### config.mk
export PLATFORM = sky130hd
export DESIGN_NAME = seven_segment_number_to_lines_core
export DESIGN_NICKNAME = d
export VERILOG_FILES = /design/src/hdl/ssnl_pkg.sv /design/src/hdl/ssnl_front.sv /design/src/hdl/ssnl_fifo.sv /design/src/hdl/ssnl_back.sv /design/src/hdl/seven_segment_number_to_lines_core.sv
export VERILOG_INCLUDE_DIRS = /design/src /design/src/hdl
export SDC_FILE = /design/constraint.sdc
export NUM_CORES = 1
export LEC_CHECK = 0
export BUFFER_PORTS_ARGS = -buffer_cell sky130_fd_sc_hd__clkbuf_2
export CAP_MARGIN = 30
export CORE_MARGIN = 2
export CORE_UTILIZATION = 50
export CTS_CLUSTER_DIAMETER = 120
export CTS_CLUSTER_SIZE = 14
export DETAILED_ROUTE_END_ITERATION = 10
export HOLD_SLACK_MARGIN = 0.12
export PLACE_DENSITY = 0.71
export REMOVE_ABC_BUFFERS = 1
export SYNTH_ARGS = -nofsm -noshare
export SYNTH_HDL_FRONTEND = slang
export SYNTH_SLANG_ARGS = --single-unit
### constraint.sdc
create_clock -name clk_i -period 6 [get_ports clk_i]
set_clock_uncertainty 0.2 [all_clocks]
set_input_delay 0 -clock clk_i [delete_from_list [all_inputs] [get_ports clk_i]]
set_output_delay 0 -clock clk_i [all_outputs]
set_load 0.05 [all_outputs]
### src/hdl/seven_segment_number_to_lines_core_assert.svh
// ----------------------------------------------------------------------------
// Assertion macros for the seven-segment number-to-lines core
// Clocked on clk_i and disabled while rst_ni is low.
// ----------------------------------------------------------------------------
`ifndef SEVEN_SEGMENT_NUMBER_TO_LINES_CORE_ASSERT_SVH
`define SEVEN_SEGMENT_NUMBER_TO_LINES_CORE_ASSERT_SVH

// Same-cycle implication: cons must hold whenever ante holds.
`define SSNL_ASSERT_IMPL(label, ante, cons) \
  label: assert property (@(posedge clk_i) disable iff (!rst_ni) (ante) |-> (cons)) \
    else $error("ssnl: same-cycle check failed");

// Next-cycle implication: cons must hold in the cycle after ante.
`define SSNL_ASSERT_NEXT(label, ante, cons) \
  label: assert property (@(posedge clk_i) disable iff (!rst_ni) (ante) |=> (cons)) \
    else $error("ssnl: next-cycle check failed");

`endif

### src/hdl/ssnl_pkg.sv
`timescale 1ns / 1ps
// ----------------------------------------------------------------------------
// ssnl_pkg
// Shared widths, types, the digit-to-segment table and segment geometry.
// ----------------------------------------------------------------------------
package ssnl_pkg;

  localparam int NUM_W          = 27;
  localparam int ORG_W          = 12;
  localparam int COORD_W        = 13;
  localparam int COLOR_W        = 32;
  localparam int SEG_LEN_W      = 6;
  localparam int DIGIT_CNT_W    = 4;
  localparam int DIGIT_W        = 4;
  localparam int NUM_SEGS       = 7;
  localparam int GEOM_W         = 8;

  localparam int MAX_DIGITS_DEF  = 8;
  localparam int QUEUE_DEPTH_DEF = 2;

  localparam logic [SEG_LEN_W-1:0] SEG_LEN_RESET = 6'd8;
  localparam logic [COORD_W-1:0]   DIGIT_GAP     = 13'd6;

  // Binary bits folded into the BCD register per conversion step.
  localparam int BITS_PER_STEP = 3;
  localparam int CONV_STEPS    = NUM_W / BITS_PER_STEP;
  localparam int STEP_W        = $clog2(CONV_STEPS);

  typedef enum logic [2:0] {
    SEG_MID   = 3'd0,
    SEG_UR    = 3'd1,
    SEG_TOP   = 3'd2,
    SEG_UL    = 3'd3,
    SEG_LL    = 3'd4,
    SEG_BOT   = 3'd5,
    SEG_LR    = 3'd6
  } seg_e;

  typedef struct packed {
    logic [DIGIT_CNT_W-1:0] count;
    logic [ORG_W-1:0]       ox;
    logic [ORG_W-1:0]       oy;
    logic [COLOR_W-1:0]     color;
  } item_hdr_t;

  typedef struct packed {
    logic [GEOM_W-1:0] x0;
    logic [GEOM_W-1:0] y0;
    logic [GEOM_W-1:0] x1;
    logic [GEOM_W-1:0] y1;
  } seg_geom_t;

  // Largest number shown with n digits: 10^n - 1.
  function automatic longint unsigned max_value(input int n);
    longint unsigned v;
    v = 1;
    for (int i = 0; i < n; i++) begin
      v = v * 10;
    end
    return v - 1;
  endfunction

  function automatic logic [NUM_SEGS-1:0] seg_mask(input logic [DIGIT_W-1:0] d);
    logic [NUM_SEGS-1:0] m;
    unique case (d)
      4'd0:    m = 7'd126;
      4'd1:    m = 7'd66;
      4'd2:    m = 7'd55;
      4'd3:    m = 7'd103;
      4'd4:    m = 7'd75;
      4'd5:    m = 7'd109;
      4'd6:    m = 7'd125;
      4'd7:    m = 7'd70;
      4'd8:    m = 7'd127;
      4'd9:    m = 7'd79;
      default: m = 7'd0;
    endcase
    return m;
  endfunction

  // Line end points of one segment relative to the digit's top-left corner.
  function automatic seg_geom_t seg_geom(input seg_e seg, input logic [SEG_LEN_W-1:0] s);
    seg_geom_t g;
    logic [GEOM_W-1:0] s8;
    s8 = GEOM_W'(s);
    unique case (seg)
      SEG_MID: g = '{x0: 8'd1,      y0: s8 + 8'd2,        x1: s8 + 8'd1, y1: s8 + 8'd2};
      SEG_UR:  g = '{x0: s8 + 8'd2, y0: 8'd1,             x1: s8 + 8'd2, y1: s8 + 8'd1};
      SEG_TOP: g = '{x0: 8'd1,      y0: 8'd0,             x1: s8 + 8'd1, y1: 8'd0};
      SEG_UL:  g = '{x0: 8'd0,      y0: 8'd1,             x1: 8'd0,      y1: s8 + 8'd1};
      SEG_LL:  g = '{x0: 8'd0,      y0: s8 + 8'd3,        x1: 8'd0,      y1: s8 + s8 + 8'd3};
      SEG_BOT: g = '{x0: 8'd1,      y0: s8 + s8 + 8'd4,   x1: s8 + 8'd1, y1: s8 + s8 + 8'd4};
      SEG_LR:  g = '{x0: s8 + 8'd2, y0: s8 + 8'd3,        x1: s8 + 8'd2, y1: s8 + s8 + 8'd3};
      default: g = '0;
    endcase
    return g;
  endfunction

endpackage

### src/hdl/ssnl_front.sv
`timescale 1ns / 1ps
// ----------------------------------------------------------------------------
// ssnl_front
// Accepts a number, clamps it, converts it to BCD and queues the item.
// ----------------------------------------------------------------------------
`include "seven_segment_number_to_lines_core_assert.svh"

module ssnl_front
  import ssnl_pkg::*;
#(
  parameter int MAX_DIGITS = MAX_DIGITS_DEF
) (
  input  logic                               clk_i,
  input  logic                               rst_ni,
  input  logic                               in_valid_i,
  output logic                               in_stall_o,
  input  logic [NUM_W-1:0]                   number_value_i,
  input  logic [ORG_W-1:0]                   origin_x_i,
  input  logic [ORG_W-1:0]                   origin_y_i,
  input  logic [COLOR_W-1:0]                 pixel_color_i,
  output logic                               push_o,
  input  logic                               push_ready_i,
  output logic [MAX_DIGITS-1:0][DIGIT_W-1:0] digits_o,
  output item_hdr_t                          hdr_o
);

  localparam longint unsigned MAX_VAL = max_value(MAX_DIGITS);
  localparam int SH_W = MAX_DIGITS * DIGIT_W + NUM_W;
  localparam logic [STEP_W-1:0] LAST_STEP = STEP_W'(CONV_STEPS - 1);

  typedef enum logic [2:0] {
    S_IDLE = 3'b001,
    S_CONV = 3'b010,
    S_PUSH = 3'b100
  } front_state_e;

  front_state_e                     state_q, state_d;
  logic [STEP_W-1:0]                step_q, step_d;
  logic [NUM_W-1:0]                 bin_q, bin_d;
  logic [MAX_DIGITS-1:0][DIGIT_W-1:0] bcd_q, bcd_d;
  logic [ORG_W-1:0]                 ox_q, oy_q;
  logic [COLOR_W-1:0]               color_q;
  logic                             accept;
  logic [NUM_W-1:0]                 num_clamped;
  logic [SH_W-1:0]                  sh;
  logic [MAX_DIGITS-1:0][DIGIT_W-1:0] dab;
  logic [DIGIT_CNT_W-1:0]           count;

  assign in_stall_o = (state_q != S_IDLE);
  assign accept     = in_valid_i && !in_stall_o;
  assign push_o     = (state_q == S_PUSH);

  always_comb begin
    if (64'(number_value_i) > MAX_VAL) begin
      num_clamped = MAX_VAL[NUM_W-1:0];
    end else begin
      num_clamped = number_value_i;
    end
  end

  // Double dabble, several bits per step.
  always_comb begin
    sh = {bcd_q, bin_q};
    for (int k = 0; k < BITS_PER_STEP; k++) begin
      dab = sh[SH_W-1 -: MAX_DIGITS*DIGIT_W];
      for (int d = 0; d < MAX_DIGITS; d++) begin
        if (dab[d] >= 4'd5) begin
          dab[d] = dab[d] + 4'd3;
        end
      end
      sh = {dab, sh[NUM_W-1:0]} << 1;
    end
  end

  // Digit count: position of the highest nonzero digit, at least one.
  always_comb begin
    count = DIGIT_CNT_W'(1);
    for (int d = 0; d < MAX_DIGITS; d++) begin
      if (bcd_q[d] != '0) begin
        count = DIGIT_CNT_W'(d + 1);
      end
    end
  end

  always_comb begin
    state_d = state_q;
    step_d  = step_q;
    bin_d   = bin_q;
    bcd_d   = bcd_q;
    unique case (state_q)
      S_IDLE: begin
        if (accept) begin
          state_d = S_CONV;
          step_d  = '0;
          bin_d   = num_clamped;
          bcd_d   = '0;
        end
      end
      S_CONV: begin
        {bcd_d, bin_d} = sh;
        step_d         = step_q + 1'b1;
        if (step_q == LAST_STEP) begin
          state_d = S_PUSH;
        end
      end
      S_PUSH: begin
        if (push_ready_i) begin
          state_d = S_IDLE;
        end
      end
      default: state_d = S_IDLE;
    endcase
  end

  always_ff @(posedge clk_i or negedge rst_ni) begin
    if (!rst_ni) begin
      state_q <= S_IDLE;
    end else begin
      state_q <= state_d;
    end
  end

  always_ff @(posedge clk_i) begin
    step_q <= step_d;
    bin_q  <= bin_d;
    bcd_q  <= bcd_d;
    if (accept) begin
      ox_q    <= origin_x_i;
      oy_q    <= origin_y_i;
      color_q <= pixel_color_i;
    end
  end

  assign digits_o    = bcd_q;
  assign hdr_o.count = count;
  assign hdr_o.ox    = ox_q;
  assign hdr_o.oy    = oy_q;
  assign hdr_o.color = color_q;

  `SSNL_ASSERT_NEXT(a_accept_starts_conv, accept, state_q == S_CONV)
  `SSNL_ASSERT_IMPL(a_count_in_range, push_o,
                    (count != '0) && (count <= DIGIT_CNT_W'(MAX_DIGITS)))

endmodule

### src/hdl/ssnl_fifo.sv
`timescale 1ns / 1ps
// ----------------------------------------------------------------------------
// ssnl_fifo
// Short register queue between the front and the back.
// ----------------------------------------------------------------------------
module ssnl_fifo
  import ssnl_pkg::*;
#(
  parameter int WIDTH = 8,
  parameter int DEPTH = QUEUE_DEPTH_DEF
) (
  input  logic             clk_i,
  input  logic             rst_ni,
  input  logic             push_i,
  output logic             ready_o,
  input  logic [WIDTH-1:0] wdata_i,
  output logic             valid_o,
  input  logic             pop_i,
  output logic [WIDTH-1:0] rdata_o
);

  localparam int PTR_W = (DEPTH > 1) ? $clog2(DEPTH) : 1;
  localparam int CNT_W = $clog2(DEPTH + 1);
  localparam logic [PTR_W-1:0] LAST_PTR = PTR_W'(DEPTH - 1);
  localparam logic [CNT_W-1:0] FULL_CNT = CNT_W'(DEPTH);

  logic [WIDTH-1:0] mem_q [DEPTH];
  logic [PTR_W-1:0] wr_q, rd_q;
  logic [CNT_W-1:0] cnt_q;
  logic             do_push, do_pop;

  assign ready_o = (cnt_q != FULL_CNT);
  assign valid_o = (cnt_q != '0);
  assign do_push = push_i && ready_o;
  assign do_pop  = pop_i && valid_o;
  assign rdata_o = mem_q[rd_q];

  always_ff @(posedge clk_i or negedge rst_ni) begin
    if (!rst_ni) begin
      wr_q  <= '0;
      rd_q  <= '0;
      cnt_q <= '0;
    end else begin
      if (do_push) begin
        wr_q <= (wr_q == LAST_PTR) ? '0 : wr_q + 1'b1;
      end
      if (do_pop) begin
        rd_q <= (rd_q == LAST_PTR) ? '0 : rd_q + 1'b1;
      end
      if (do_push && !do_pop) begin
        cnt_q <= cnt_q + 1'b1;
      end else if (do_pop && !do_push) begin
        cnt_q <= cnt_q - 1'b1;
      end
    end
  end

  always_ff @(posedge clk_i) begin
    if (do_push) begin
      mem_q[wr_q] <= wdata_i;
    end
  end

endmodule

### src/hdl/ssnl_back.sv
`timescale 1ns / 1ps
// ----------------------------------------------------------------------------
// ssnl_back
// Walks the lit segments of each digit and emits one line per cycle unless the output stalls.
// ----------------------------------------------------------------------------
`include "seven_segment_number_to_lines_core_assert.svh"

module ssnl_back
  import ssnl_pkg::*;
#(
  parameter int MAX_DIGITS = MAX_DIGITS_DEF
) (
  input  logic                               clk_i,
  input  logic                               rst_ni,
  input  logic [SEG_LEN_W-1:0]               seg_len_i,
  input  logic                               q_valid_i,
  output logic                               q_pop_o,
  input  logic [MAX_DIGITS-1:0][DIGIT_W-1:0] q_digits_i,
  input  item_hdr_t                          q_hdr_i,
  output logic                               out_valid_o,
  input  logic                               out_stall_i,
  output logic [COORD_W-1:0]                 start_x_o,
  output logic [COORD_W-1:0]                 start_y_o,
  output logic [COORD_W-1:0]                 end_x_o,
  output logic [COORD_W-1:0]                 end_y_o,
  output logic [COLOR_W-1:0]                 line_color_o,
  output logic [DIGIT_CNT_W-1:0]             digit_count_o,
  output logic                               last_line_o
);

  localparam int IDX_W = (MAX_DIGITS > 1) ? $clog2(MAX_DIGITS) : 1;

  logic                               busy_q;
  logic [MAX_DIGITS-1:0][DIGIT_W-1:0] digs_q;
  logic [IDX_W-1:0]                   ridx_q;
  logic [NUM_SEGS-1:0]                seg_rem_q;
  logic [COORD_W-1:0]                 xoff_q;
  logic [ORG_W-1:0]                   oy_q;
  logic [COLOR_W-1:0]                 color_q;
  logic [DIGIT_CNT_W-1:0]             cnt_q;
  logic                               out_valid_q;

  logic                 advance;
  logic                 load;
  seg_e                 cur_seg;
  logic [NUM_SEGS-1:0]  seg_left;
  logic [IDX_W-1:0]     ridx_dn;
  logic [IDX_W-1:0]     load_idx;
  logic                 digit_done;
  logic                 item_done;
  seg_geom_t            geom;
  logic [COORD_W-1:0]   oy13;

  assign advance    = busy_q && (!out_valid_q || !out_stall_i);
  assign load       = !busy_q && q_valid_i;
  assign q_pop_o    = load;
  assign seg_left   = seg_rem_q & (seg_rem_q - 1'b1);
  assign ridx_dn    = ridx_q - 1'b1;
  assign load_idx   = IDX_W'(q_hdr_i.count - 1'b1);
  assign digit_done = (seg_left == '0);
  assign item_done  = digit_done && (ridx_q == '0);
  assign oy13       = COORD_W'(oy_q);
  assign geom       = seg_geom(cur_seg, seg_len_i);

  // Lowest lit segment still to draw.
  always_comb begin
    cur_seg = SEG_MID;
    for (int i = NUM_SEGS - 1; i >= 0; i--) begin
      if (seg_rem_q[i]) begin
        cur_seg = seg_e'(i[2:0]);
      end
    end
  end

  always_ff @(posedge clk_i or negedge rst_ni) begin
    if (!rst_ni) begin
      busy_q      <= 1'b0;
      out_valid_q <= 1'b0;
    end else begin
      if (load) begin
        busy_q <= 1'b1;
      end else if (advance && item_done) begin
        busy_q <= 1'b0;
      end
      if (advance) begin
        out_valid_q <= 1'b1;
      end else if (!out_stall_i) begin
        out_valid_q <= 1'b0;
      end
    end
  end

  always_ff @(posedge clk_i) begin
    if (load) begin
      digs_q    <= q_digits_i;
      ridx_q    <= load_idx;
      seg_rem_q <= seg_mask(q_digits_i[load_idx]);
      xoff_q    <= COORD_W'(q_hdr_i.ox);
      oy_q      <= q_hdr_i.oy;
      color_q   <= q_hdr_i.color;
      cnt_q     <= q_hdr_i.count;
    end else if (advance) begin
      if (digit_done) begin
        // Step to the next digit to the right.
        ridx_q    <= ridx_dn;
        seg_rem_q <= seg_mask(digs_q[ridx_dn]);
        xoff_q    <= xoff_q + COORD_W'(seg_len_i) + DIGIT_GAP;
      end else begin
        seg_rem_q <= seg_left;
      end
    end
    if (advance) begin
      start_x_o     <= xoff_q + COORD_W'(geom.x0);
      start_y_o     <= oy13 + COORD_W'(geom.y0);
      end_x_o       <= xoff_q + COORD_W'(geom.x1);
      end_y_o       <= oy13 + COORD_W'(geom.y1);
      line_color_o  <= color_q;
      digit_count_o <= cnt_q;
      last_line_o   <= item_done;
    end
  end

  assign out_valid_o = out_valid_q;

  `SSNL_ASSERT_IMPL(a_busy_has_segment, busy_q, seg_rem_q != '0)
  `SSNL_ASSERT_IMPL(a_index_below_count, busy_q, DIGIT_CNT_W'(ridx_q) < cnt_q)
  `SSNL_ASSERT_IMPL(a_pop_only_when_free, q_pop_o, !busy_q)

endmodule

### src/hdl/seven_segment_number_to_lines_core.sv
`timescale 1ns / 1ps
// ----------------------------------------------------------------------------
// seven_segment_number_to_lines_core
// Number to seven-segment line list: one output beat per lit segment.
// ----------------------------------------------------------------------------
// Each input beat carries a number, a screen origin and a color; the core
// answers with one output beat per lit segment, most significant digit first
// and segments in bit order within a digit, with last_line_o set on the final
// beat of the number. Numbers above 10^MAX_DIGITS-1 show as all nines. The
// front converts the number to BCD three bits per cycle: it accepts the item,
// runs the conversion steps and then writes the item into the queue, waiting
// there while the queue is full. The back picks the item up from the queue and
// then emits one line per cycle unless the output stalls, one line per lit
// segment (from 2 to 7 per digit). A QUEUE_DEPTH-entry queue lets the front
// convert the next number while the back still draws this one. segment_length
// is to be written over the config channel (always ready) only while the core
// is idle; the core itself does not enforce this.
// ----------------------------------------------------------------------------
module seven_segment_number_to_lines_core
  import ssnl_pkg::*;
#(
  parameter int MAX_DIGITS  = MAX_DIGITS_DEF,
  parameter int QUEUE_DEPTH = QUEUE_DEPTH_DEF
) (
  input  logic                   clk_i,
  input  logic                   rst_ni,
  // config channel: segment length
  input  logic                   cfg_valid_i,
  output logic                   cfg_ready_o,
  input  logic [SEG_LEN_W-1:0]   cfg_data_i,
  // input beats
  input  logic                   in_valid_i,
  output logic                   in_stall_o,
  input  logic [NUM_W-1:0]       number_value_i,
  input  logic [ORG_W-1:0]       origin_x_i,
  input  logic [ORG_W-1:0]       origin_y_i,
  input  logic [COLOR_W-1:0]     pixel_color_i,
  // output beats
  output logic                   out_valid_o,
  input  logic                   out_stall_i,
  output logic [COORD_W-1:0]     start_x_o,
  output logic [COORD_W-1:0]     start_y_o,
  output logic [COORD_W-1:0]     end_x_o,
  output logic [COORD_W-1:0]     end_y_o,
  output logic [COLOR_W-1:0]     line_color_o,
  output logic [DIGIT_CNT_W-1:0] digit_count_o,
  output logic                   last_line_o
);

  localparam int DIG_BITS = MAX_DIGITS * DIGIT_W;
  localparam int Q_W      = DIG_BITS + $bits(item_hdr_t);

  logic [SEG_LEN_W-1:0] seg_len_q;

  logic                               f_push;
  logic                               f_ready;
  logic [MAX_DIGITS-1:0][DIGIT_W-1:0] f_digits;
  item_hdr_t                          f_hdr;
  logic                               q_valid;
  logic                               q_pop;
  logic [Q_W-1:0]                     q_rdata;
  logic [MAX_DIGITS-1:0][DIGIT_W-1:0] q_digits;
  item_hdr_t                          q_hdr;

  // The register is to be written only while idle; the block does not enforce this, so take every write at once.
  assign cfg_ready_o = 1'b1;

  always_ff @(posedge clk_i or negedge rst_ni) begin
    if (!rst_ni) begin
      seg_len_q <= SEG_LEN_RESET;
    end else if (cfg_valid_i && cfg_ready_o) begin
      seg_len_q <= cfg_data_i;
    end
  end

  // Front: clamp and BCD conversion.
  ssnl_front #(
    .MAX_DIGITS (MAX_DIGITS)
  ) u_front (
    .clk_i          (clk_i),
    .rst_ni         (rst_ni),
    .in_valid_i     (in_valid_i),
    .in_stall_o     (in_stall_o),
    .number_value_i (number_value_i),
    .origin_x_i     (origin_x_i),
    .origin_y_i     (origin_y_i),
    .pixel_color_i  (pixel_color_i),
    .push_o         (f_push),
    .push_ready_i   (f_ready),
    .digits_o       (f_digits),
    .hdr_o          (f_hdr)
  );

  // Queue: digits and item header packed into one word.
  ssnl_fifo #(
    .WIDTH (Q_W),
    .DEPTH (QUEUE_DEPTH)
  ) u_fifo (
    .clk_i   (clk_i),
    .rst_ni  (rst_ni),
    .push_i  (f_push),
    .ready_o (f_ready),
    .wdata_i ({f_digits, f_hdr}),
    .valid_o (q_valid),
    .pop_i   (q_pop),
    .rdata_o (q_rdata)
  );

  assign {q_digits, q_hdr} = q_rdata;

  // Back: segment walk and output register.
  ssnl_back #(
    .MAX_DIGITS (MAX_DIGITS)
  ) u_back (
    .clk_i         (clk_i),
    .rst_ni        (rst_ni),
    .seg_len_i     (seg_len_q),
    .q_valid_i     (q_valid),
    .q_pop_o       (q_pop),
    .q_digits_i    (q_digits),
    .q_hdr_i       (q_hdr),
    .out_valid_o   (out_valid_o),
    .out_stall_i   (out_stall_i),
    .start_x_o     (start_x_o),
    .start_y_o     (start_y_o),
    .end_x_o       (end_x_o),
    .end_y_o       (end_y_o),
    .line_color_o  (line_color_o),
    .digit_count_o (digit_count_o),
    .last_line_o   (last_line_o)
  );

endmodule

# Word level (Yosys, flattened, before mapping)
# Memory sizes are Yosys's and may differ from the RTL's.
# Index checks and enable logic that the tools add are counted.
[totals] wordCells=242 output_inout_bits=92 n_memories=3 ram_bits=184 ff_bits=326 latch_bits=0 mem_bits_ro=224
[memory_table] name="u_fifo.mem_q" depth=2 width=92 rd=1 rd_ports_with_merged_regs=0 write_ports=1 line_no="ssnl_fifo.sv:27" source="logic [WIDTH-1:0] mem_q [DEPTH];"
[memory_table] name="(name not given)" depth=16 width=7 rd=1 rd_ports_with_merged_regs=0 write_ports=0 line_no="ssnl_pkg.sv:65" source="unique case (d)"
[memory_table] name="(name not given)" depth=16 width=7 rd=1 rd_ports_with_merged_regs=0 write_ports=0 line_no="ssnl_pkg.sv:65"
[classes] add_sub_neg=44 n_bitwise=1 n_reduce_logical=36 shifts=0 order_cmp=27 multipliers=0 n_div=0 muxes=73 n_eq_ne=16
[ops] op="one-hot mux 32 bit (7 select lines)" n=1
[ops] op="2-to-1 mux 4 bit" n=25
[ops] op="greater-or-equal comparator 4 x 3 -> 1 bit, second input constant" n=24
[ops] op="adder 4 x 2 -> 4 bit, second input constant" n=21
[ops] op="one-hot mux 32 bit (2 select lines)" n=1
[ops] op="2-to-1 mux 3 bit" n=20
[ops] op="2-to-1 mux 27 bit" n=2
[ops] op="one-hot mux 27 bit (2 select lines)" n=1
[ops] op="2-to-1 mux 12 bit" n=3
[ops] op="2-to-1 mux 32 bit" n=1
[ops] op="nonzero test 4 bit" n=7
[ops] op="greater-than comparator 27 bit, second input constant" n=1
[ops] op="adder 12 x 8 -> 13 bit" n=2
[ops] op="adder 13 x 8 -> 13 bit" n=2
[ops] op="binary-select mux 4 bit (select 3 bit)" n=2
[ops] op="2-to-1 mux 7 bit" n=3
[ops] op="adder 6 x 2 -> 7 bit, second input constant" n=2
[ops] op="adder 13 x 3 -> 13 bit, second input constant" n=1
[ops] op="adder 13 x 6 -> 13 bit" n=1
[ops] op="equality test 3 bit, second input constant" n=4
[ops] op="nonzero test 2 bit" n=6
[ops] op="adder 3 x 2 -> 3 bit, second input constant" n=3
[ops] op="equality test 3 x 2 -> 1 bit, second input constant" n=3
[ops] op="logical AND 1 bit" n=9
[ops] op="other kinds (27)" n=52

# Longest topological paths before layout
# Gate-level depths: netlist of the first run.
[depth] ltp_word=10 mapped_depth=21 depth_no_buf=20

# Modules after synthesis
# From an unflattened synthesis of the first run, not the netlist that was laid out.
[hier_totals] hier_cells=1735 hier_area_um2=24060.6
[modules_own_cells] mod="ssnl_back" area_each_um2=9705.6 n_inst=1 cells_per_inst=734
[modules_own_cells] mod="ssnl_fifo" area_each_um2=7114.3 n_inst=1 cells_per_inst=304
[modules_own_cells] mod="ssnl_front" area_each_um2=6976.7 n_inst=1 cells_per_inst=682
[modules_own_cells] mod="seven_segment_number_to_lines_core" area_each_um2=264.0 n_inst=1 cells_per_inst=15

# Worst setup path after synthesis of the first run
# OpenSTA, ideal clock, no wires.
[synth_timing] kind="register to register" startpoint="register u_front.state_q[1]" endpoint="memory u_fifo.mem_q[0][0] (netlist bit), enable pin" path_slack_ns=0.065 setup_ns=0.554 n_path_buf=1 t_arrival_ns=5.181 stages_incl_launch_ff=4 cell_sequence="dfrtp_1 -> clkbuf_1 -> nor4b_1 -> nor2b_1"
[synth_between] elab_chain_len=4
[synth_lines] element="start, declared" line_no="ssnl_front.sv:37" source="front_state_e state_q, state_d;"
[synth_lines] element="start signal, assigned" line_no="ssnl_front.sv:119" source="state_q <= state_d;"
[synth_lines] element="equality test 3 bit" line_no="ssnl_front.sv:51" source="assign push_o = (state_q == S_PUSH);"
[synth_lines] element="logical AND 1 bit" line_no="ssnl_fifo.sv:34" source="assign do_push = push_i && ready_o;"
[synth_lines] element="named net u_fifo.do_push" line_no="ssnl_fifo.sv:30" source="logic do_push, do_pop;"
[synth_lines] element="2-to-1 mux 1 bit" line_no="ssnl_fifo.sv:59" source="if (do_push) begin"
[synth_lines] element="2-to-1 mux 1 bit (implied by the code)" line_no="ssnl_fifo.sv:60" source="mem_q[wr_q] <= wdata_i;"
[synth_lines] element="end, declared" line_no="ssnl_fifo.sv:27"
# The timed path passes the listed nets, and every way through them passes these cells.

# Worst setup path in the final report of the first run
[layout_timing] startpoint="register u_back.seg_rem_q[3]" endpoint="register u_back.start_x_o[10] (data pin)"
[layout_between] elab_chain_len=7 elab_cells_between_ends=13
[layout_lines] element="start, declared" line_no="ssnl_back.sv:36" source="logic [NUM_SEGS-1:0] seg_rem_q;"
[layout_lines] element="start signal, assigned" line_no="ssnl_back.sv:97" source="seg_rem_q <= seg_mask(q_digits_i[load_idx]);"
[layout_lines] element="start signal, assigned" line_no="ssnl_back.sv:106" source="seg_rem_q <= seg_mask(digs_q[ridx_dn]);"
[layout_lines] element="start signal, assigned" line_no="ssnl_back.sv:109" source="seg_rem_q <= seg_left;"
[layout_lines] element="2-to-1 mux 3 bit * (4 in a row)" line_no="ssnl_back.sv:69" source="if (seg_rem_q[i]) begin"
[layout_lines] element="equality test 3 bit (tied with other cells)" line_no="ssnl_pkg.sv:86" source="unique case (seg)"
[layout_lines] element="one-hot mux 32 bit (7 select lines) *" line_no="ssnl_pkg.sv:86"
[layout_lines] element="adder 13 x 8 -> 13 bit *" line_no="ssnl_back.sv:113" source="start_x_o <= xoff_q + COORD_W'(geom.x0);"
[layout_lines] element="end signal, assigned" line_no="ssnl_back.sv:113"
[layout_lines] element="end, declared" line_no="ssnl_back.sv:22" source="output logic [COORD_W-1:0] start_x_o,"
# Mark *: on every way between the ends. The rest lies on a longest branch, timed or not.
# A chain may end at the register's enable or synchronous reset.

==> impl_metrics.yaml, run 1 <==
outcome:
  status: "complete, no violations"
synthesis:
  async_reset_ff_frac: 0.0294
  synth_area_leaders: "edfxtp_1 (61%), ha_1 (5.8%), mux2_2 (3.7%), mux2i_1 (2.7%), xnor2_1 (2.3%)"
  synth_xor_area_frac: 0.0349
  yosysSeqAreaShare: 0.628
  yosys_warnings: 0
  synthFlopType: "edfxtp_1"
  ys_ff_latch: 510
  syn_area_um2: 24300
  synth_top_area_share: 0.611
  muxShareOfSynthArea: 0.0769
  synth_top_family_by_area: "simple AND/OR/NAND/NOR gates"
  yosys.area_share.simple: 0.0879
  synthDistinctLibCells: 87
  synthCells: 1787
  synth_edf_count: 494
  synth_compound_area_frac: 0.0845
  synth_area_per_cell_um2: 13.6
  yosysTopAreaCell: "edfxtp_1"
  synthAdderAreaFrac: 0.0623
cts:
  cts_tree: "yes"
  cts_root_buffer: "clkbuf_16"
  path_clk_slew_ns: 0.07
  cts_sinks: 510
  cts_setup_buffers: 0
  clockBufferDepth: 3
  cts_made_buffers: 42
  clkLatencyLatePin_ns: 0.57
  htree_levels: 2
floorplan:
  dieHeight_um: 224
  dieArea_um2: 50300
  start_util: 0.507
  core_um2: 47800
  die_x_um: 224
  rows: 80
  num_io_pins: 186
sta:
  fin_crit_sh: 0.821
  slew_viol_final: 0
  fin_tns_setup_ns: 0
  fin_ws_ns: 1.07
  setup_viol: 0
  max-slew-margin-rel: 0.355
  finalHoldViolCount: 0
  layout_min_cycle_time_ns: 4.93
  grt_setup_unrepaired: "no"
  timing.fmax_mhz: 203
  tightest_slew_ns: 0.964
route:
  routed_via_density: 5.47
  drtAntennaViolNets: 0
  wire_per_inst_um: 17.8
  drc: 0
  drt-initial-drc-count: 1251
  vias: 15300
  drt_wl_total_um: 49800
  dr.pass1.iters: 5
global_routing:
  first_global_vias: 15300
  grt_usage: 0.197
  grt_max_degree: 73
  grt_pass1_wl_um: 78900
  antenna_found_initial: 0
  overflow: 0
setup_path:
  required_ns: 6.10
  crit_path_max_incr_delay_ns: 0.71
  critPathTopFamily: "simple AND/OR/NAND/NOR gates"
  crit_path_frequent_cell: "nand2_1"
  cp-end-kind: "register"
  rr_startpoint: "u_back.seg_rem_q[3]"
  regToRegEndpoint: "u_back.start_x_o[10]"
  rrSetupSlack_ns: 1.07
  arrival_ns: 5.03
  r2r.worst_path.cells: 14
  worstPathCellList: "or4_1 -> nor2_1 -> nand2_1 -> nand2_1 -> nand2_1 -> ha_1 -> fa_1 -> a21o_1 -> a21oi_1 -> o21bai_1 -> a21o_1 -> a21oi_1 -> nor2_1 -> xor2_1"
  worstSetupPathType: "register to register"
  critPathSlowestCell: "or4_1"
  cp_max_fo: 14
  timing.critical_path.buf_inv: 0
  startpoint_type: "register"
finish:
  fillers: 3626
  design_area_um2: 29000
  final_cell_mix: "edfxtp_1 (494), dlygate4sd3_1 (191), clkbuf_2 (185), nand2_1 (127), ha_1 (112)"
  nets: 2374
  n_antenna_cell: 0
  finalNonFillerCells: 2794
  regArea_um2: 15200
  final_common_cell: "edfxtp_1"
  layout-drive-gt1-share: 0.172
  multi_input_area_um2: 8430
  area_growth_pct: 19.3
worst_hold_path:
  hp-class: "primary input to register"
  hold_path_end: "u_front.bin_q[11]"
  min-delay-start: "number_value_i[11]"
  whs_path_depth: 4
power_and_ir_drop:
  power_uw: 14800
  power_density_nw_per_um2: 510
  p_leak_uw: 0.0111
  ir_drop_v: 0.000241
place:
  post-dp-hpwl_um: 32500
  placed_cells: 2539
  portBuffers: 184
  place_ws_ns: 1.11
  gp_congestion: 0.910
  dpl-instance-area_um2: 25800
flow_run:
  max_cap_violations: 0
## per-layer routing
metal	vias to the layer above	track usage	wire length (µm)
li1	7392	-	-
met1	7473	0.250	21600
met2	332	0.353	25200
met3	79	0.0300	1900
met4	0	0.0553	1100
met5	-	0	0
## state kept, by name (all words and copies together), names as in the netlist, 27 cells and up
signal and cells:
u_front.bin_q 27, u_front.digits_o 32, u_back.color_q 32, u_back.line_color_o 32, u_fifo.mem_q 184, u_back.digs_q 32
u_front.color_q 32
## worst register-to-register path, stage by stage (launching register included)
cell and delay (ns):
edfxtp_1 0.49, or4_1 0.71, nor2_1 0.59, nand2_1 0.47, nand2_1 0.29, nand2_1 0.09, ha_1 0.23, fa_1 0.44
a21o_1 0.17, a21oi_1 0.21, o21bai_1 0.10, a21o_1 0.20, a21oi_1 0.24, nor2_1 0.09, xor2_1 0.15
## what timing repair did
item                                   in CTS  in global routing
hold buffers                              191                  0
endpoints found under the hold margin     118                  0
resized for setup                           0                  0
## cell usage after synthesis (15+ instances only)
library cell	instances
a211oi_1	15
a21o_1	22
a21oi_1	98
buf_2	18
clkbuf_1	32
edfxtp_1	494
ha_1	112
inv_1	96
mux2_2	80
mux2i_1	65
nand2_1	129
nand2b_1	29
nand3_1	42
nor2_1	107
nor2b_1	25
nor3_1	25
nor3b_1	22
o21ai_0	49
xnor2_1	65
xor2_1	28
## worst max path at each step
stage	startpoint	to	slack, ns	depth (start not counted)
after CTS	u_back.seg_rem_q[3]	u_back.start_x_o[10]	1.09	14
after global placement	u_back.seg_rem_q[3]	u_back.start_x_o[10]	1.25	14
final	u_back.seg_rem_q[3]	u_back.start_x_o[10]	1.07	14
after global routing	u_back.seg_rem_q[3]	u_back.start_x_o[8]	0.74	14
after floorplan	u_fifo.cnt_q[1]	u_fifo.mem_q[0][0]	0.08	3
after detailed placement	u_back.seg_rem_q[3]	u_back.start_x_o[8]	1.11	14
## per-stage QoR
step | utilization | hold slack (ns)
global placement | 0.539 | -0.201
floorplan | - | -0.496
finish | 0.605 | 0.173
CTS | 0.604 | 0.146
global route | 0.605 | 0.183
detailed placement | 0.539 | -0.200
## power by group
group / switching [µW] / internal, µW / leakage [µW]
Combinational: 4190 / 2730 / 0.00574
Clock: 1190 / 1310 / 0.000565
Sequential: 472 / 4860 / 0.00477
## cells by family (layout without fill, tap and decap cells)
| logic type | after synthesis | count (layout) |
|---|---|---|
| other cells | 1 | 1 |
| simple gates | 438 | 438 |
| compound gates | 310 | 310 |
| fa+ha+maj | 118 | 118 |
| mux | 161 | 161 |
| xor+xnor | 95 | 95 |
| flops | 510 | 510 |
| buf+inv | 154 | 546 |
## cell type report
cell class | instances | area share
clock buffers | 57 | 0.0390
well taps | 615 | 0.0266
clock inverters | 3 | 0.00143
flip-flops and latches | 510 | 0.526
inverters | 96 | 0.0125
multi-input cells | 1123 | 0.291
repair buffers | 390 | 0.103
No activity file was read; power rests on OpenSTA's default activity.
==> inputs of run 2 (changes only) <==
==> constraint.sdc (replaced) <==
create_clock -name clk_i -period 4.41 [get_ports clk_i]
set_clock_uncertainty 0.2 [all_clocks]
set_input_delay 0 -clock clk_i [delete_from_list [all_inputs] [get_ports clk_i]]
set_output_delay 0 -clock clk_i [all_outputs]
set_load 0.05 [all_outputs]
==> run 2 against run 1 <==
Worst hold slack got worse by 0.017 ns. Maximum frequency increased by 18%. Critical path depth increased by 5. Die area unchanged. Wire length increased by 2.2%. Global-route usage increased by 0.37 points. First-iteration DRC count increased by 0.48%. Critical path type unchanged. Largest cell class unchanged.
==> impl_metrics.yaml, run 2 (same netlist as run 1, synthesis figures left out) <==
floorplan:
  rows: 80
  core_um2: 47800
  die_x_um: 224
  num_io_pins: 186
  dieHeight_um: 224
  start_util: 0.507
  dieArea_um2: 50300
sta:
  fin_ws_ns: 0.225
  fin_crit_sh: 0.949
  holdWs_ns: 0.156
  setup_viol: 0
  fin_tns_setup_ns: 0
  finalHoldViolCount: 0
  timing.fmax_mhz: 239
  tightest_slew_ns: 0.879
  slew_viol_final: 0
  grt_setup_unrepaired: "yes"
  max-slew-margin-rel: 0.414
  layout_min_cycle_time_ns: 4.18
cts:
  clkLatencyLatePin_ns: 0.59
  clockBufferDepth: 3
  path_clk_slew_ns: 0.07
  cts_tree: "yes"
  cts_sinks: 510
  cts_root_buffer: "clkbuf_16"
  cts_made_buffers: 42
  htree_levels: 2
route:
  drtAntennaViolNets: 0
  routed_via_density: 5.43
  drt-initial-drc-count: 1257
  dr.pass1.iters: 5
  vias: 15300
  drc: 0
  drt_wl_total_um: 50900
  wire_per_inst_um: 18.1
flow_run:
  max_cap_violations: 0
place:
  gp_congestion: 0.873
  post-dp-hpwl_um: 32900
  dpl-instance-area_um2: 26000
  place_ws_ns: 0.0493
  portBuffers: 184
worst_hold_path:
  hp-class: "primary input to register"
finish:
  layout-drive-gt1-share: 0.187
  multi_input_area_um2: 8520
  top_register: "u_fifo.mem_q"
  fillers: 3576
  nets: 2395
  final_common_cell: "edfxtp_1"
  regArea_um2: 15200
  final_core_utilization: 0.610
  final_cell_mix: "edfxtp_1 (494), dlygate4sd3_1 (191), clkbuf_2 (184), nand2_1 (126), ha_1 (109)"
  design_area_um2: 29200
  area_growth_pct: 20.4
  largest_register_ffs: 184
setup_path:
  required_ns: 4.53
  startpoint_type: "register"
  worstSetupPathType: "register to register"
  cp_max_fo: 6
  arrival_ns: 4.31
  cp-end-kind: "register"
global_routing:
  grt_usage: 0.201
  antenna_found_initial: 1
  grt_max_degree: 118
  grt_pass1_wl_um: 80000
  overflow: 0
  first_global_vias: 15200
power_and_ir_drop:
  ir_drop_v: 0.000682
  p_leak_uw: 0.0112
  power_density_nw_per_um2: 698
outcome:
  status: "complete, no violations"
==> run 2: repair_timing <==
action,CTS,global route
hold buffers,191,0
setup buffers,0,3
endpoints found under the hold margin,130,0
endpoints found under the setup margin,0,15
gates resized for setup,0,22
==> run 2: power breakdown <==
group	leakage, µW	total, µW	switching, µW	internal, µW
clock	0.000565	3440	1680	1760
sequential	0.00477	7150	539	6610
combinational	0.00587	9780	5890	3890
==> run 2: worst max-delay path: stages (launching register included) <==
cell	delay [ns]
edfxtp_1	0.44
inv_1	0.16
ha_2	0.25
nand2b_1	0.10
a21oi_2	0.22
xnor2_2	0.20
ha_2	0.26
nand2b_1	0.09
and2_1	0.18
o21ai_1	0.19
and3_4	0.25
xnor2_1	0.20
inv_1	0.12
ha_1	0.23
inv_1	0.08
nor2_1	0.07
a311oi_1	0.26
a211o_1	0.18
mux2i_1	0.19
nor2_1	0.05
==> run 2: metal layers <==
layer  GRT usage  part of all wire  wire length (µm)  vias up
met3      0.0334             0.042              2130       88
li1            -                 -                 -     7424
met4      0.0560             0.021              1080        0
met5           0                 0                 0        -
met1       0.253              0.42             21400     7427
met2       0.358              0.52             26300      360
==> run 2: final timing paths <==
kind	slack, ns	startpoint	depth (start not counted)	to
max in group asynchronous	3.23	rst_ni	4	u_front.state_q[0]
worst max register to register	0.23	u_front.digits_o[8]	19	u_front.digits_o[10]
min in group asynchronous	0.25	rst_ni	3	seg_len_q[5]
worst min-delay path	0.16	number_value_i[11]	4	u_front.bin_q[11]
worst max-delay path	0.23	u_front.digits_o[8]	19	u_front.digits_o[10]
worst min register to register	0.21	u_back.cnt_q[0]	0	u_back.digit_count_o[0]
==> run 2: cell type report <==
| class | instances | area share |
|---|---|---|
| clock buffers | 56 | 0.0378 |
| well taps | 615 | 0.0263 |
| inverters | 96 | 0.0124 |
| flip-flops and latches | 510 | 0.522 |
| repair buffers | 411 | 0.108 |
| clock inverters | 4 | 0.00223 |
| multi-input cells | 1123 | 0.292 |
| diodes | 2 | 0.000171 |
==> run 2: per-stage QoR <==
step | instances | power (µW)
global route | 2816 | 21800
finish | 2817 | 20400
CTS | 2811 | 20300
detailed placement | 2560 | 16700
global placement | 2560 | 16300
floorplan | 1729 | 14600
==> inputs of run 3 (changes only) <==
--- a/config.mk
+++ b/config.mk
@@ -6,8 +6,10 @@
 export SDC_FILE = /design/constraint.sdc
 export NUM_CORES = 1
 export LEC_CHECK = 0
+export ABC_AREA = 1
 export BUFFER_PORTS_ARGS = -buffer_cell sky130_fd_sc_hd__clkbuf_2
 export CAP_MARGIN = 30
+export CORE_ASPECT_RATIO = 0.6
 export CORE_MARGIN = 2
 export CORE_UTILIZATION = 50
 export CTS_CLUSTER_DIAMETER = 120
@@ -18,4 +20,5 @@
 export REMOVE_ABC_BUFFERS = 1
 export SYNTH_ARGS = -nofsm -noshare
 export SYNTH_HDL_FRONTEND = slang
+export SYNTH_HIERARCHICAL = 1
 export SYNTH_SLANG_ARGS = --single-unit
==> run 3 against run 2 <==
Die area is 0.40% lower. Utilization is 0.32 points lower. Global-route usage is 2.2 points higher. Critical path type unchanged.
==> impl_metrics.yaml, run 3 <==
synthesis:
  async_reset_ff_frac: 0.0294
  post-synth-top-count-cell: "nand2_1"
  yosys_warnings: 6
  synth_common_cells: "nand2_1 (711), edfxtp_1 (494), inv_1 (222), nand3_1 (127), nor2_1 (122)"
  synthDistinctLibCells: 56
  synth_xor_area_frac: 0.0249
  ys_ff_latch: 510
  muxShareOfSynthArea: 0
  yosys.area_share.simple: 0.190
  synth_edf_count: 494
  synthFlopType: "edfxtp_1"
  synth_top_area_share: 0.615
  synth_compound_area_frac: 0.0534
  yosysTopAreaCell: "edfxtp_1"
  synthAdderAreaFrac: 0.0503
  syn_area_um2: 24100
  synth_top_family_by_area: "simple AND/OR/NAND/NOR gates"
  synth_area_per_cell_um2: 10.6
  synth_area_leaders: "edfxtp_1 (61%), nand2_1 (11%), ha_1 (4.6%), inv_1 (3.5%), nand3_1 (2.6%)"
  yosysSeqAreaShare: 0.631
  synthCells: 2274
finish:
  top_register: "u_fifo/mem_q"
  area_growth_pct: 20.0
  final_core_utilization: 0.607
  finalNonFillerCells: 3334
  nets: 2858
  fillers: 3741
  final_cell_mix: "nand2_1 (710), edfxtp_1 (494), inv_1 (220), dlygate4sd3_1 (197), clkbuf_2 (184)"
  n_antenna_cell: 0
  largest_register_ffs: 184
  layout-drive-gt1-share: 0.138
  final_common_cell: "nand2_1"
cts:
  htree_levels: 2
  cts_root_buffer: "clkbuf_16"
  hold_buffers: 197
  cts_made_buffers: 42
  path_clk_slew_ns: 0.07
  clockBufferDepth: 3
  clkLatencyLatePin_ns: 0.56
  cts_sinks: 510
  cts_tree: "yes"
  cts_resized: 0
  cts_setup_buffers: 0
place:
  gp_congestion: 0.903
  post-dp-hpwl_um: 37000
  portBuffers: 184
  placed_cells: 3069
global_routing:
  grt_pass1_wl_um: 88700
  overflow: 0
  grt_max_degree: 64
  grt_usage: 0.223
  antenna_found_initial: 0
  first_global_vias: 17100
floorplan:
  core_um2: 47700
  dieArea_um2: 50100
  die_x_um: 288
  rows: 62
  dieHeight_um: 174
  start_util: 0.506
  num_io_pins: 186
setup_path:
  cp_max_fo: 7
  crit_path_frequent_cell: "nand2_1"
  critPathSlowestCell: "dfrtp_1"
  required_ns: 4.51
  startpoint_type: "register"
  arrival_ns: 3.84
  cp-end-kind: "register"
  crit_path_max_incr_delay_ns: 0.53
  worstPathCellList: "ha_1 -> inv_1 -> nor2_1 -> xor2_1 -> o21ai_0 -> nand2_1 -> nand3_1 -> ha_1 -> nand2_1 -> inv_1 -> nand3_1 -> o21ai_0 -> nand2_1 -> xor2_1"
  r2r.worst_path.cells: 14
  worstSetupPathType: "register to register"
sta:
  fin_crit_sh: 0.848
  setup_viol: 0
  slew_viol_final: 0
  timing.fmax_mhz: 267
  max-slew-margin-rel: 0.382
  layout_min_cycle_time_ns: 3.74
  grt_setup_unrepaired: "no"
  tightest_slew_ns: 0.927
  fin_tns_setup_ns: 0
  finalHoldViolCount: 0
route:
  routed_via_density: 5.23
  wire_per_inst_um: 16.7
  drt_wl_total_um: 55800
  drtAntennaViolNets: 0
  dr.pass1.iters: 6
  drt-initial-drc-count: 1762
  vias: 17400
  drc: 0
power_and_ir_drop:
  ir_drop_v: 0.000570
  p_leak_uw: 0.0123
  power_density_nw_per_um2: 691
flow_run:
  max_cap_violations: 0
worst_hold_path:
  hp-class: "primary input to register"
  whs_path_depth: 4
outcome:
  status: "complete, no violations"
==> run 3: cell types whose count changed after synthesis, moves of 51 or more <==
cell,previous run,this run
nand2_1,129,711
inv_1,96,222
nand3_1,42,127
mux2_2,80,0
mux2i_1,65,0
xnor2_1,65,14
==> run 3: critical path, delay by kind of cell (launching register included) <==
kind	cells	cell delay, ns
DFF	1	0.53
AOI/OAI and AO/OA	2	0.73
buffers and inverters	2	0.15
adders and majority gates	2	0.64
xor gates and xnor gates	2	0.60
and+or+nand+nor	6	0.61
==> run 3: per-stage QoR <==
step                      hold slack, ns  cell area [µm²]  power, µW  setup WS, ns
after floorplan                   -0.496            23900      14100         -2.11
after global placement            -0.214            25800      15800         0.847
after detailed placement          -0.199            25800      16400         0.733
after CTS                          0.143            29000      20000         0.725
after global routing               0.166            29000      21500         0.372
final                              0.164            29000      20000         0.669
==> run 3: cells by family after synthesis <==
| kind of cell | count (synthesis) |
|---|---|
| simple gates | 1072 |
| flops | 510 |
| buf+inv | 301 |
| compound gates | 232 |
| fa+ha+maj | 94 |
| xor+xnor | 64 |
| other cells | 1 |
==> run 3: layout make-up <==
cell class / instances / area (µm²) / share of cell area
Multi-Input combinational cell: 1463 / 7720 / 0.267
Inverter: 252 / 951 / 0.0328
Tap cell: 640 / 801 / 0.0276
Clock buffer: 66 / 1160 / 0.0401
Sequential cell: 510 / 15200 / 0.526
Clock inverter: 2 / 17.5 / 0.000605
Timing Repair Buffer: 401 / 3080 / 0.106
==> run 3: metal layers <==
layer / wire (µm) / vias to the layer above / track usage
met2: 24700 / 588 / 0.345
met5: 0 / - / 0
met4: 918 / 0 / 0.0479
li1: - / 8426 / -
met1: 26100 / 8338 / 0.330
met3: 4100 / 81 / 0.0400
==> run 3: path summary, 6_finish.rpt <==
kind | endpoint | startpoint | slack [ns]
min reg2reg | u_back/digit_count_o[0] | u_back/cnt_q[0] | 0.21
min | u_front/bin_q[1] | number_value_i[1] | 0.16
max in group asynchronous | u_fifo/rd_q | rst_ni | 2.87
max reg2reg | u_back/end_y_o[10] | seg_len_q[2] | 0.67
max | u_back/end_y_o[10] | seg_len_q[2] | 0.67
min in group asynchronous | seg_len_q[1] | rst_ni | 0.47
==> run 3: where the power goes <==
part           internal, µW  switching (µW)  total [µW]
clock network          1810            1660        3470
registers              6890             535        7430
logic                  2740            6400        9130
